### src/rtl/ttfm_pkg.sv
// Package for the truth-table first-match gate.
// Holds sizes, payload structs, action and register codes, the control state type
// and the port resolution helpers. No dependencies.
package ttfm_pkg;

  // Table geometry and port count.
  localparam int ROWS      = 16;
  localparam int IN_COLS   = 8;
  localparam int OUT_COLS  = 8;
  localparam int NUM_PORTS = 64;

  // Derived widths.
  localparam int ENTRY_W     = 7;
  localparam int PORT_W      = 6;
  localparam int ROW_AW      = (ROWS > 1) ? $clog2(ROWS) : 1;
  localparam int NROW_W      = $clog2(ROWS + 1);
  localparam int WIDTH_W     = $clog2(IN_COLS + 1);
  localparam int OW_W        = $clog2(OUT_COLS + 1);
  localparam int IN_ENT_W    = IN_COLS * ENTRY_W;
  localparam int IN_WORD_W   = IN_ENT_W + WIDTH_W;
  localparam int OUT_WORD_W  = OUT_COLS * ENTRY_W;
  localparam int MAP_W       = 48;

  // Input transaction actions.
  typedef enum logic [1:0] {
    ACT_LOAD_IN   = 2'd0,
    ACT_LOAD_OUT  = 2'd1,
    ACT_SET_WIDTH = 2'd2,
    ACT_EVAL      = 2'd3
  } action_t;

  // Configuration register indexes.
  typedef enum logic [1:0] {
    CFG_ROWS_IN_USE  = 2'd0,
    CFG_OUT_WIDTH    = 2'd1,
    CFG_IN_PORT_MAP  = 2'd2,
    CFG_OUT_PORT_MAP = 2'd3
  } cfg_idx_t;

  // Control sequencer states.
  typedef enum logic [2:0] {
    ST_IDLE,
    ST_MERGE,
    ST_SCAN,
    ST_APPLY,
    ST_REPORT
  } state_t;

  typedef struct packed {
    logic [1:0]  action;
    logic [3:0]  row;
    logic [2:0]  column;
    logic        entry_is_port;
    logic [5:0]  entry_value;
    logic [63:0] port_states;
  } in_item_t;

  typedef struct packed {
    logic       matched;
    logic [3:0] matched_row;
    logic [7:0] out_bits;
  } out_item_t;

  // State of port p; ports beyond the port count read as zero.
  function automatic logic port_bit(input logic [63:0] st, input logic [PORT_W-1:0] p);
    logic b;
    b = 1'b0;
    if (32'(p) < NUM_PORTS) begin
      b = st[p];
    end
    return b;
  endfunction

  // Resolve a table entry: bit 6 selects port reference, else bit 0 is literal.
  function automatic logic resolve(input logic [ENTRY_W-1:0] e, input logic [63:0] st);
    logic b;
    if (e[ENTRY_W-1]) begin
      b = port_bit(st, e[PORT_W-1:0]);
    end else begin
      b = e[0];
    end
    return b;
  endfunction

endpackage

### src/rtl/ttfm_ram.sv
// Generic single-port synchronous RAM with registered read data.
// No dependencies.
module ttfm_ram #(
  parameter int WIDTH = 8,
  parameter int DEPTH = 16,
  localparam int AW = (DEPTH > 1) ? $clog2(DEPTH) : 1
) (
  input  logic             clk,
  input  logic             we,
  input  logic [AW-1:0]    addr,
  input  logic [WIDTH-1:0] wdata,
  output logic [WIDTH-1:0] rdata
);

  logic [WIDTH-1:0] mem [DEPTH];

  // Write, or read into the output register.
  always_ff @(posedge clk) begin
    if (we) begin
      mem[addr] <= wdata;
    end else begin
      rdata <= mem[addr];
    end
  end

endmodule

### src/rtl/ttfm_row_match.sv
// Compares one input-table row word against the current port states.
// Depends on ttfm_pkg.
module ttfm_row_match (
  input  logic [ttfm_pkg::IN_WORD_W-1:0] row_word,
  input  logic [63:0]                    port_states,
  input  logic [ttfm_pkg::MAP_W-1:0]     in_port_map,
  output logic                           hit
);
  import ttfm_pkg::*;

  logic [WIDTH_W-1:0] width;
  logic [IN_COLS-1:0] miss;

  assign width = row_word[IN_ENT_W +: WIDTH_W];

  // Each column below the row width must resolve to its mapped input port.
  always_comb begin
    for (int c = 0; c < IN_COLS; c++) begin
      miss[c] = (c < 32'(width)) &&
                (resolve(row_word[ENTRY_W*c +: ENTRY_W], port_states) !=
                 port_bit(port_states, in_port_map[PORT_W*c +: PORT_W]));
    end
  end

  assign hit = ~|miss;

endmodule

### src/rtl/truth_table_first_match.sv
// Top level of the truth-table first-match gate.
// Depends on ttfm_pkg, ttfm_ram and ttfm_row_match.
//
// Input transactions (in_valid/in_stall, payload in_data) either load the
// tables (input entry, output entry, row width) or evaluate the gate with
// the full vector of port states. Only an evaluate produces a result
// transaction on out_valid/out_stall (payload out_data).
// A load is a row read followed by a merged write-back.
// An evaluate scans the rows in order up to the first match (at most the
// saturated rows_in_use, one row word read per cycle), then on a match
// applies the saturated out_width output columns to the port states (one
// output column per cycle), then hands the result to the output register.
// The next transaction is accepted once the result is in the output
// register, even while it is stalled; a new result waits for the register.
// Configuration registers are written through cfg_we/cfg_index/cfg_wdata
// only while the block is idle; the user must keep to this, as the block
// itself does not enforce it. Synchronous active-low reset clears the
// registers, the row valid bits (every row width then reads as zero) and
// the output valid. Table entries are undefined until loaded.
module truth_table_first_match (
  input  logic                          clk,
  input  logic                          rst_n,
  input  logic                          in_valid,
  output logic                          in_stall,
  input  ttfm_pkg::in_item_t            in_data,
  output logic                          out_valid,
  input  logic                          out_stall,
  output ttfm_pkg::out_item_t           out_data,
  input  logic                          cfg_we,
  input  logic [1:0]                    cfg_index,
  input  logic [ttfm_pkg::MAP_W-1:0]    cfg_wdata
);
  import ttfm_pkg::*;

  state_t                state_r, state_nxt;
  in_item_t              item_r, item_nxt;
  logic [4:0]            rows_in_use_r;
  logic [3:0]            out_width_r;
  logic [MAP_W-1:0]      in_port_map_r, out_port_map_r;
  logic [ROWS-1:0]       valid_r, valid_nxt;
  logic [ROW_AW-1:0]     scan_row_r, scan_row_nxt;
  logic [NROW_W-1:0]     nrows_r, nrows_nxt;
  logic [OW_W-1:0]       ow_r, ow_nxt;
  logic [OW_W-1:0]       col_r, col_nxt;
  logic [63:0]           st_r, st_nxt;
  logic                  found_r, found_nxt;
  logic [ROW_AW-1:0]     hit_r, hit_nxt;
  logic [OUT_WORD_W-1:0] out_word_r, out_word_nxt;
  out_item_t             out_r, out_nxt;
  logic                  out_valid_r, out_valid_nxt;

  logic                  in_fire;
  logic [ROW_AW-1:0]     ram_addr;
  logic                  in_we, out_we;
  logic [IN_WORD_W-1:0]  in_rdata, in_wdata, scan_word;
  logic [OUT_WORD_W-1:0] out_rdata, out_wdata;
  logic                  row_hit;
  logic [ROW_AW-1:0]     item_row;
  logic                  row_ok, col_in_ok, col_out_ok;
  logic [ENTRY_W-1:0]    new_entry;
  logic [7:0]            rep_bits;

  // Input-table RAM: one row word of entries plus the row width.
  ttfm_ram #(.WIDTH(IN_WORD_W), .DEPTH(ROWS)) u_in_ram (
    .clk   (clk),
    .we    (in_we),
    .addr  (ram_addr),
    .wdata (in_wdata),
    .rdata (in_rdata)
  );

  // Output-table RAM: one row word of output entries.
  ttfm_ram #(.WIDTH(OUT_WORD_W), .DEPTH(ROWS)) u_out_ram (
    .clk   (clk),
    .we    (out_we),
    .addr  (ram_addr),
    .wdata (out_wdata),
    .rdata (out_rdata)
  );

  // A row never written has width zero.
  always_comb begin
    scan_word = in_rdata;
    if (!valid_r[scan_row_r]) begin
      scan_word[IN_ENT_W +: WIDTH_W] = '0;
    end
  end

  ttfm_row_match u_match (
    .row_word    (scan_word),
    .port_states (st_r),
    .in_port_map (in_port_map_r),
    .hit         (row_hit)
  );

  assign in_stall  = (state_r != ST_IDLE);
  assign in_fire   = in_valid && !in_stall;
  assign out_valid = out_valid_r;
  assign out_data  = out_r;

  // Decode of the held load transaction.
  assign item_row   = ROW_AW'(item_r.row);
  assign row_ok     = (32'(item_r.row) < ROWS);
  assign col_in_ok  = (32'(item_r.column) < IN_COLS);
  assign col_out_ok = (32'(item_r.column) < OUT_COLS);
  assign new_entry  = {item_r.entry_is_port,
                       item_r.entry_is_port ? item_r.entry_value
                                            : {5'b0, item_r.entry_value[0]}};

  // Report bits: state of the port mapped to each output column.
  always_comb begin
    rep_bits = '0;
    for (int c = 0; c < OUT_COLS; c++) begin
      rep_bits[c] = port_bit(st_r, out_port_map_r[PORT_W*c +: PORT_W]);
    end
  end

  // Configuration register writes.
  always_ff @(posedge clk) begin
    if (!rst_n) begin
      rows_in_use_r  <= '0;
      out_width_r    <= '0;
      in_port_map_r  <= '0;
      out_port_map_r <= '0;
    end else if (cfg_we) begin
      unique case (cfg_idx_t'(cfg_index))
        CFG_ROWS_IN_USE:  rows_in_use_r  <= cfg_wdata[4:0];
        CFG_OUT_WIDTH:    out_width_r    <= cfg_wdata[3:0];
        CFG_IN_PORT_MAP:  in_port_map_r  <= cfg_wdata;
        CFG_OUT_PORT_MAP: out_port_map_r <= cfg_wdata;
        default: ;
      endcase
    end
  end

  // State and control registers.
  always_ff @(posedge clk) begin
    if (!rst_n) begin
      state_r     <= ST_IDLE;
      valid_r     <= '0;
      out_valid_r <= 1'b0;
    end else begin
      state_r     <= state_nxt;
      valid_r     <= valid_nxt;
      out_valid_r <= out_valid_nxt;
    end
  end

  // Payload and working registers.
  always_ff @(posedge clk) begin
    item_r     <= item_nxt;
    scan_row_r <= scan_row_nxt;
    nrows_r    <= nrows_nxt;
    ow_r       <= ow_nxt;
    col_r      <= col_nxt;
    st_r       <= st_nxt;
    found_r    <= found_nxt;
    hit_r      <= hit_nxt;
    out_word_r <= out_word_nxt;
    out_r      <= out_nxt;
  end

  // Sequencer: next state, RAM accesses and working register updates.
  always_comb begin
    state_nxt     = state_r;
    item_nxt      = item_r;
    valid_nxt     = valid_r;
    scan_row_nxt  = scan_row_r;
    nrows_nxt     = nrows_r;
    ow_nxt        = ow_r;
    col_nxt       = col_r;
    st_nxt        = st_r;
    found_nxt     = found_r;
    hit_nxt       = hit_r;
    out_word_nxt  = out_word_r;
    out_nxt       = out_r;
    out_valid_nxt = out_valid_r && out_stall;
    ram_addr      = '0;
    in_we         = 1'b0;
    out_we        = 1'b0;
    in_wdata      = in_rdata;
    out_wdata     = out_rdata;

    unique case (state_r)
      ST_IDLE: begin
        ram_addr = (action_t'(in_data.action) == ACT_EVAL) ? '0 : ROW_AW'(in_data.row);
        if (in_fire) begin
          item_nxt = in_data;
          if (action_t'(in_data.action) == ACT_EVAL) begin
            st_nxt       = in_data.port_states;
            nrows_nxt    = (32'(rows_in_use_r) > ROWS) ? NROW_W'(ROWS)
                                                      : NROW_W'(rows_in_use_r);
            ow_nxt       = (32'(out_width_r) > OUT_COLS) ? OW_W'(OUT_COLS)
                                                        : OW_W'(out_width_r);
            scan_row_nxt = '0;
            found_nxt    = 1'b0;
            hit_nxt      = '0;
            col_nxt      = '0;
            state_nxt    = (rows_in_use_r == '0) ? ST_APPLY : ST_SCAN;
          end else begin
            state_nxt = ST_MERGE;
          end
        end
      end

      // Read-modify-write of the addressed row.
      ST_MERGE: begin
        ram_addr  = item_row;
        state_nxt = ST_IDLE;
        if (!valid_r[item_row]) begin
          in_wdata[IN_ENT_W +: WIDTH_W] = '0;
        end
        case (action_t'(item_r.action))
          ACT_LOAD_IN: begin
            in_wdata[ENTRY_W*item_r.column +: ENTRY_W] = new_entry;
            in_we = row_ok && col_in_ok;
          end
          ACT_SET_WIDTH: begin
            in_wdata[IN_ENT_W +: WIDTH_W] =
              (32'(item_r.entry_value) > IN_COLS) ? WIDTH_W'(IN_COLS)
                                                 : WIDTH_W'(item_r.entry_value);
            in_we = row_ok;
          end
          ACT_LOAD_OUT: begin
            out_wdata[ENTRY_W*item_r.column +: ENTRY_W] = new_entry;
            out_we = row_ok && col_out_ok;
          end
          default: ;
        endcase
        if (in_we) begin
          valid_nxt[item_row] = 1'b1;
        end
      end

      // One row per cycle; the next row is read while this one is checked.
      ST_SCAN: begin
        ram_addr = scan_row_r + 1'b1;
        if (row_hit) begin
          found_nxt    = 1'b1;
          hit_nxt      = scan_row_r;
          out_word_nxt = out_rdata;
          state_nxt    = ST_APPLY;
        end else if (NROW_W'(scan_row_r) == nrows_r - 1'b1) begin
          state_nxt = ST_APPLY;
        end else begin
          scan_row_nxt = scan_row_r + 1'b1;
        end
      end

      // Output columns in increasing order, one per cycle.
      ST_APPLY: begin
        if (!found_r || col_r >= ow_r) begin
          state_nxt = ST_REPORT;
        end else begin
          if (32'(out_port_map_r[PORT_W*col_r +: PORT_W]) < NUM_PORTS) begin
            st_nxt[out_port_map_r[PORT_W*col_r +: PORT_W]] =
              resolve(out_word_r[ENTRY_W*col_r +: ENTRY_W], st_r);
          end
          col_nxt = col_r + 1'b1;
        end
      end

      // Hand the result to the output register once it is free.
      ST_REPORT: begin
        if (!out_valid_r || !out_stall) begin
          out_nxt.matched     = found_r;
          out_nxt.matched_row = 4'(hit_r);
          out_nxt.out_bits    = rep_bits;
          out_valid_nxt       = 1'b1;
          state_nxt           = ST_IDLE;
        end
      end

      default: state_nxt = ST_IDLE;
    endcase
  end

endmodule
### config.mk
export PLATFORM = sky130hd
export DESIGN_NAME = truth_table_first_match
export DESIGN_NICKNAME = d
export VERILOG_FILES = /design/src/rtl/ttfm_pkg.sv /design/src/rtl/ttfm_ram.sv /design/src/rtl/ttfm_row_match.sv /design/src/rtl/truth_table_first_match.sv
export SDC_FILE = /design/constraint.sdc
export NUM_CORES = 2
export LEC_CHECK = 0
export BUFFER_PORTS_ARGS = -buffer_cell sky130_fd_sc_hd__buf_2
export CELL_PAD_IN_SITES_DETAIL_PLACEMENT = 1
export CELL_PAD_IN_SITES_GLOBAL_PLACEMENT = 2
export CORE_ASPECT_RATIO = 0.9
export CORE_UTILIZATION = 36
export DETAILED_ROUTE_END_ITERATION = 12
export PLACE_DENSITY = 0.65
export SKIP_LAST_GASP = 1
export SYNTH_ARGS = -nofsm -noshare
export SYNTH_HDL_FRONTEND = slang
export SYNTH_HIERARCHICAL = 1
export SYNTH_SLANG_ARGS = --single-unit
export TNS_END_PERCENT = 30
### constraint.sdc
create_clock -name clk -period 7.26 [get_ports clk]
set_input_delay 1.089 -clock clk [delete_from_list [all_inputs] [get_ports clk]]
set_output_delay 1.089 -clock clk [all_outputs]
set_load 0.01 [all_outputs]
==> impl_metrics.yaml <==
status:
  outcome: "finished, violations left"
  violations: "max-capacitance violations, max-slew violations"
floorplan:
  die_h_um: 504.3
  start_util_pct: 36.18
  fp-row-count: 184
  core-area_mm2: 0.2790
  die_x_um: 560.2
  ioPinCount: 150
  die_area_mm2: 0.2825
clock_tree:
  cts-hold-fix-buffers: 0
  cts.path.max_buffers: 4
  cts-root-buf: "clkbuf_16"
  cts_max_level: 4
  cts_sinks: 2268
  cts_buffers: 239
  path_clk_slew_ns: 0.06
  cts_resized: 0
  cts_setup_buffers: 0
  clk_latency_ns: 0.92
  cts_tree: "yes"
yosys:
  ys_seq_area_share_pct: 66.23
  synth_edf_count: 2143
  yosysTopAreaCell: "edfxtp_1"
  yosysWarnings: 6
  synth_top_area_share_pct: 63.75
  syn_inst: 5493
  synth_most_common_cell: "edfxtp_1"
  synthTopCellsByArea: "edfxtp_1 (64%), mux4_2 (21%), dfxtp_1 (2.5%)"
  synth-seq-cells: 2268
  synth_nets: 5638
  netlist_top_cells_count: "edfxtp_1 (2143), mux4_2 (948), nand2_1 (552), clkbuf_1 (285), a22oi_1 (254)"
  ys_async_sr_fraction_pct: 0
  ys.flop_type: "edfxtp_1"
  yosysUniqueCellTypes: 79
  synth_area_mm2: 0.1009
  avgSynthCellArea_um2: 18.38
place:
  portBuffers: 149
  detailed_place_hpwl_mm: 200.7
  dp_worst_setup_slack_ns: 1.452
  gp_congestion: 0.8711
sta:
  hold_violations: 0
  setup_slack_ns: 1.353
  fmax_mhz: 169.3
  rsz0062_at_grt: "false"
  tns_ns: 0
  slew_headroom_pct: -4.230
  timing.final.crit_period_ns: 5.907
  slew_viol_final: 27
  period_share_pct: 81.37
  setup_viol: 0
  skew_ns: 0.1164
  worst_slew_pin_slew_ns: 1.563
power:
  p_leak_uw: 0.03623
  total_power_uw: 33030
  ir_worst_vdd_mv: 0.2249
  clockPowerShare_pct: 36.3
  power_frac_comb_pct: 14.3
  intPower_uw: 24400
  p_switching_uw: 8628
  seq_power_share_pct: 49.3
  swShare_pct: 26.12
  p_per_area_mw_per_mm2: 287.8
worst_hold_path:
  hp-class: "flop to flop"
final_layout:
  nFillCells: 26860
  syn_to_final_growth_pct: 13.68
  drive_above_1_share_pct: 31.04
  final_nets: 5875
global_routing:
  top_usage_layer: "met2"
  antenna_found_initial: 20
  met1_usage_pct: 32.55
  grt_overflow: 0
  grt_pass1_wl_mm: 470.1
  grt_use_total_pct: 23.35
  grt_util_met2_pct: 37.70
  grt.met3_usage_pct: 4.259
  grt_max_degree: 130
  grt_pass1_vias: 60240
flow_run:
  drv_cap: 1
setup_path:
  crit_chain: "mux4_1, mux4_2, mux2i_1, mux2i_1, or3_1, a31oi_1, a32oi_1, a311oi_1, and3_2, buf_4"
  crit_path_start_kind: "flop"
  cp_max_fo: 32
  critical_path_class: "flop to flop"
  crit_required_ns: 7.81
  cp.arrival_ns: 6.45
  end_kind: "flop"
  critPathSlowestCell: "edfxtp_1"
  slowest_delay_ns: 1.00
  crit_top_cell: "mux2i_1"
route:
  drt_first_pass_iters: 5
  via_count: 58370
  vias_per_cell: 6.045
  wl_mm: 333.1
  ant_nets: 0
  wire_per_inst_um: 34.49
  drtIter0Drc: 6367
  post-route-drc-count: 0
[worst max-delay path: cells and delay by family, from the launching register on]
family	cells	cell delay, ns
buf+inv	1	0.36
flops	1	1.00
compound gates	3	1.14
simple gates	2	1.41
mux	4	1.61
[path summary, 6_finish.rpt]
kind                            slack [ns]  cells past startpoint              to     start
worst max-delay path                  1.35                     10  out_word_r[14]  st_r[59]
worst min-delay path                  0.42                      0     out_data[8]  hit_r[0]
worst max register to register        1.35                     10  out_word_r[14]  st_r[59]
worst min register to register        0.42                      0     out_data[8]  hit_r[0]
[metrics by stage]
step                      instance area [um2]  cells  util, %  hold slack (ns)
after floorplan                        100900   5493        -           0.4003
after global placement                 107200   9209    38.41           0.4052
after detailed placement               107200   9209    38.41           0.4063
after CTS                              114700   9648    41.12           0.4005
after global routing                   114700   9649    41.12           0.4196
final                                  114700   9656    41.12           0.4209
[cells in the final DEF, fill, tap and decap left out, types with 23 or more instances in the layout]
| master | instances |
|---|---|
| inv_1 | 30 |
| clkbuf_16 | 239 |
| dfxtp_1 | 125 |
| o21ai_1 | 27 |
| buf_2 | 149 |
| nor2_4 | 29 |
| mux2i_1 | 78 |
| a21oi_1 | 158 |
| clkbuf_1 | 46 |
| clkinv_2 | 41 |
| o31ai_1 | 61 |
| nor2_1 | 139 |
| nand2_1 | 552 |
| nand3_1 | 33 |
| edfxtp_1 | 2143 |
| buf_4 | 270 |
| mux2_2 | 35 |
| bufinv_16 | 23 |
| nor2b_1 | 35 |
| buf_12 | 27 |
| a22oi_1 | 254 |
| mux4_2 | 948 |
| clkinv_1 | 68 |
| o21ai_0 | 77 |
[final cells by class]
class | instances | area [um2] | share of cell area [%]
Sequential cell | 2268 | 66850 | 58.26
Multi-Input combinational cell | 2741 | 32220 | 28.08
Clock buffer | 287 | 6181 | 5.387
Tap cell | 3720 | 4654 | 4.056
Timing Repair Buffer | 446 | 3313 | 2.887
Clock inverter | 152 | 1376 | 1.199
Inverter | 34 | 128.9 | 0.1123
Antenna cell | 8 | 20.02 | 0.01745
[layer usage]
| metal | vias to the layer above | routed length (um) |
|---|---|---|
| met5 | - | 0 |
| met4 | 0 | 8727 |
| met3 | 492 | 24520 |
| met2 | 2545 | 159900 |
| met1 | 32030 | 139900 |
| li1 | 23300 | - |
[sequential cells by signal, indices dropped and copies added, names as in the netlist, 16 cells and up]
register,count
u_in_ram/rdata,60
st_r,64
u_out_ram/rdata,56
valid_r,16
u_in_ram/mem,960
in_port_map_r,48
u_out_ram/mem,896
out_port_map_r,48
out_word_r,56
[power groups by stage]
| stage | clock network, uW | logic, uW | registers (uW) |
|---|---|---|---|
| after floorplan | 0 | 3320 | 16000 |
| final | 12000 | 4740 | 16300 |
| after CTS | 12200 | 4770 | 16300 |
| after global placement | 0 | 4640 | 16600 |
| after global routing | 12700 | 5080 | 16300 |
| after detailed placement | 0 | 4760 | 16600 |
[kinds of logic after synthesis]
logic type	count (synthesis)	share of synthesized area, %
mux	1072	22.55
xor+xnor	18	0.1562
compound gates	706	4.703
buf+inv	484	2.200
simple gates	935	4.035
fa+ha+maj	10	0.1240
flops	2268	66.23
Power figures use the tool's default switching activity.
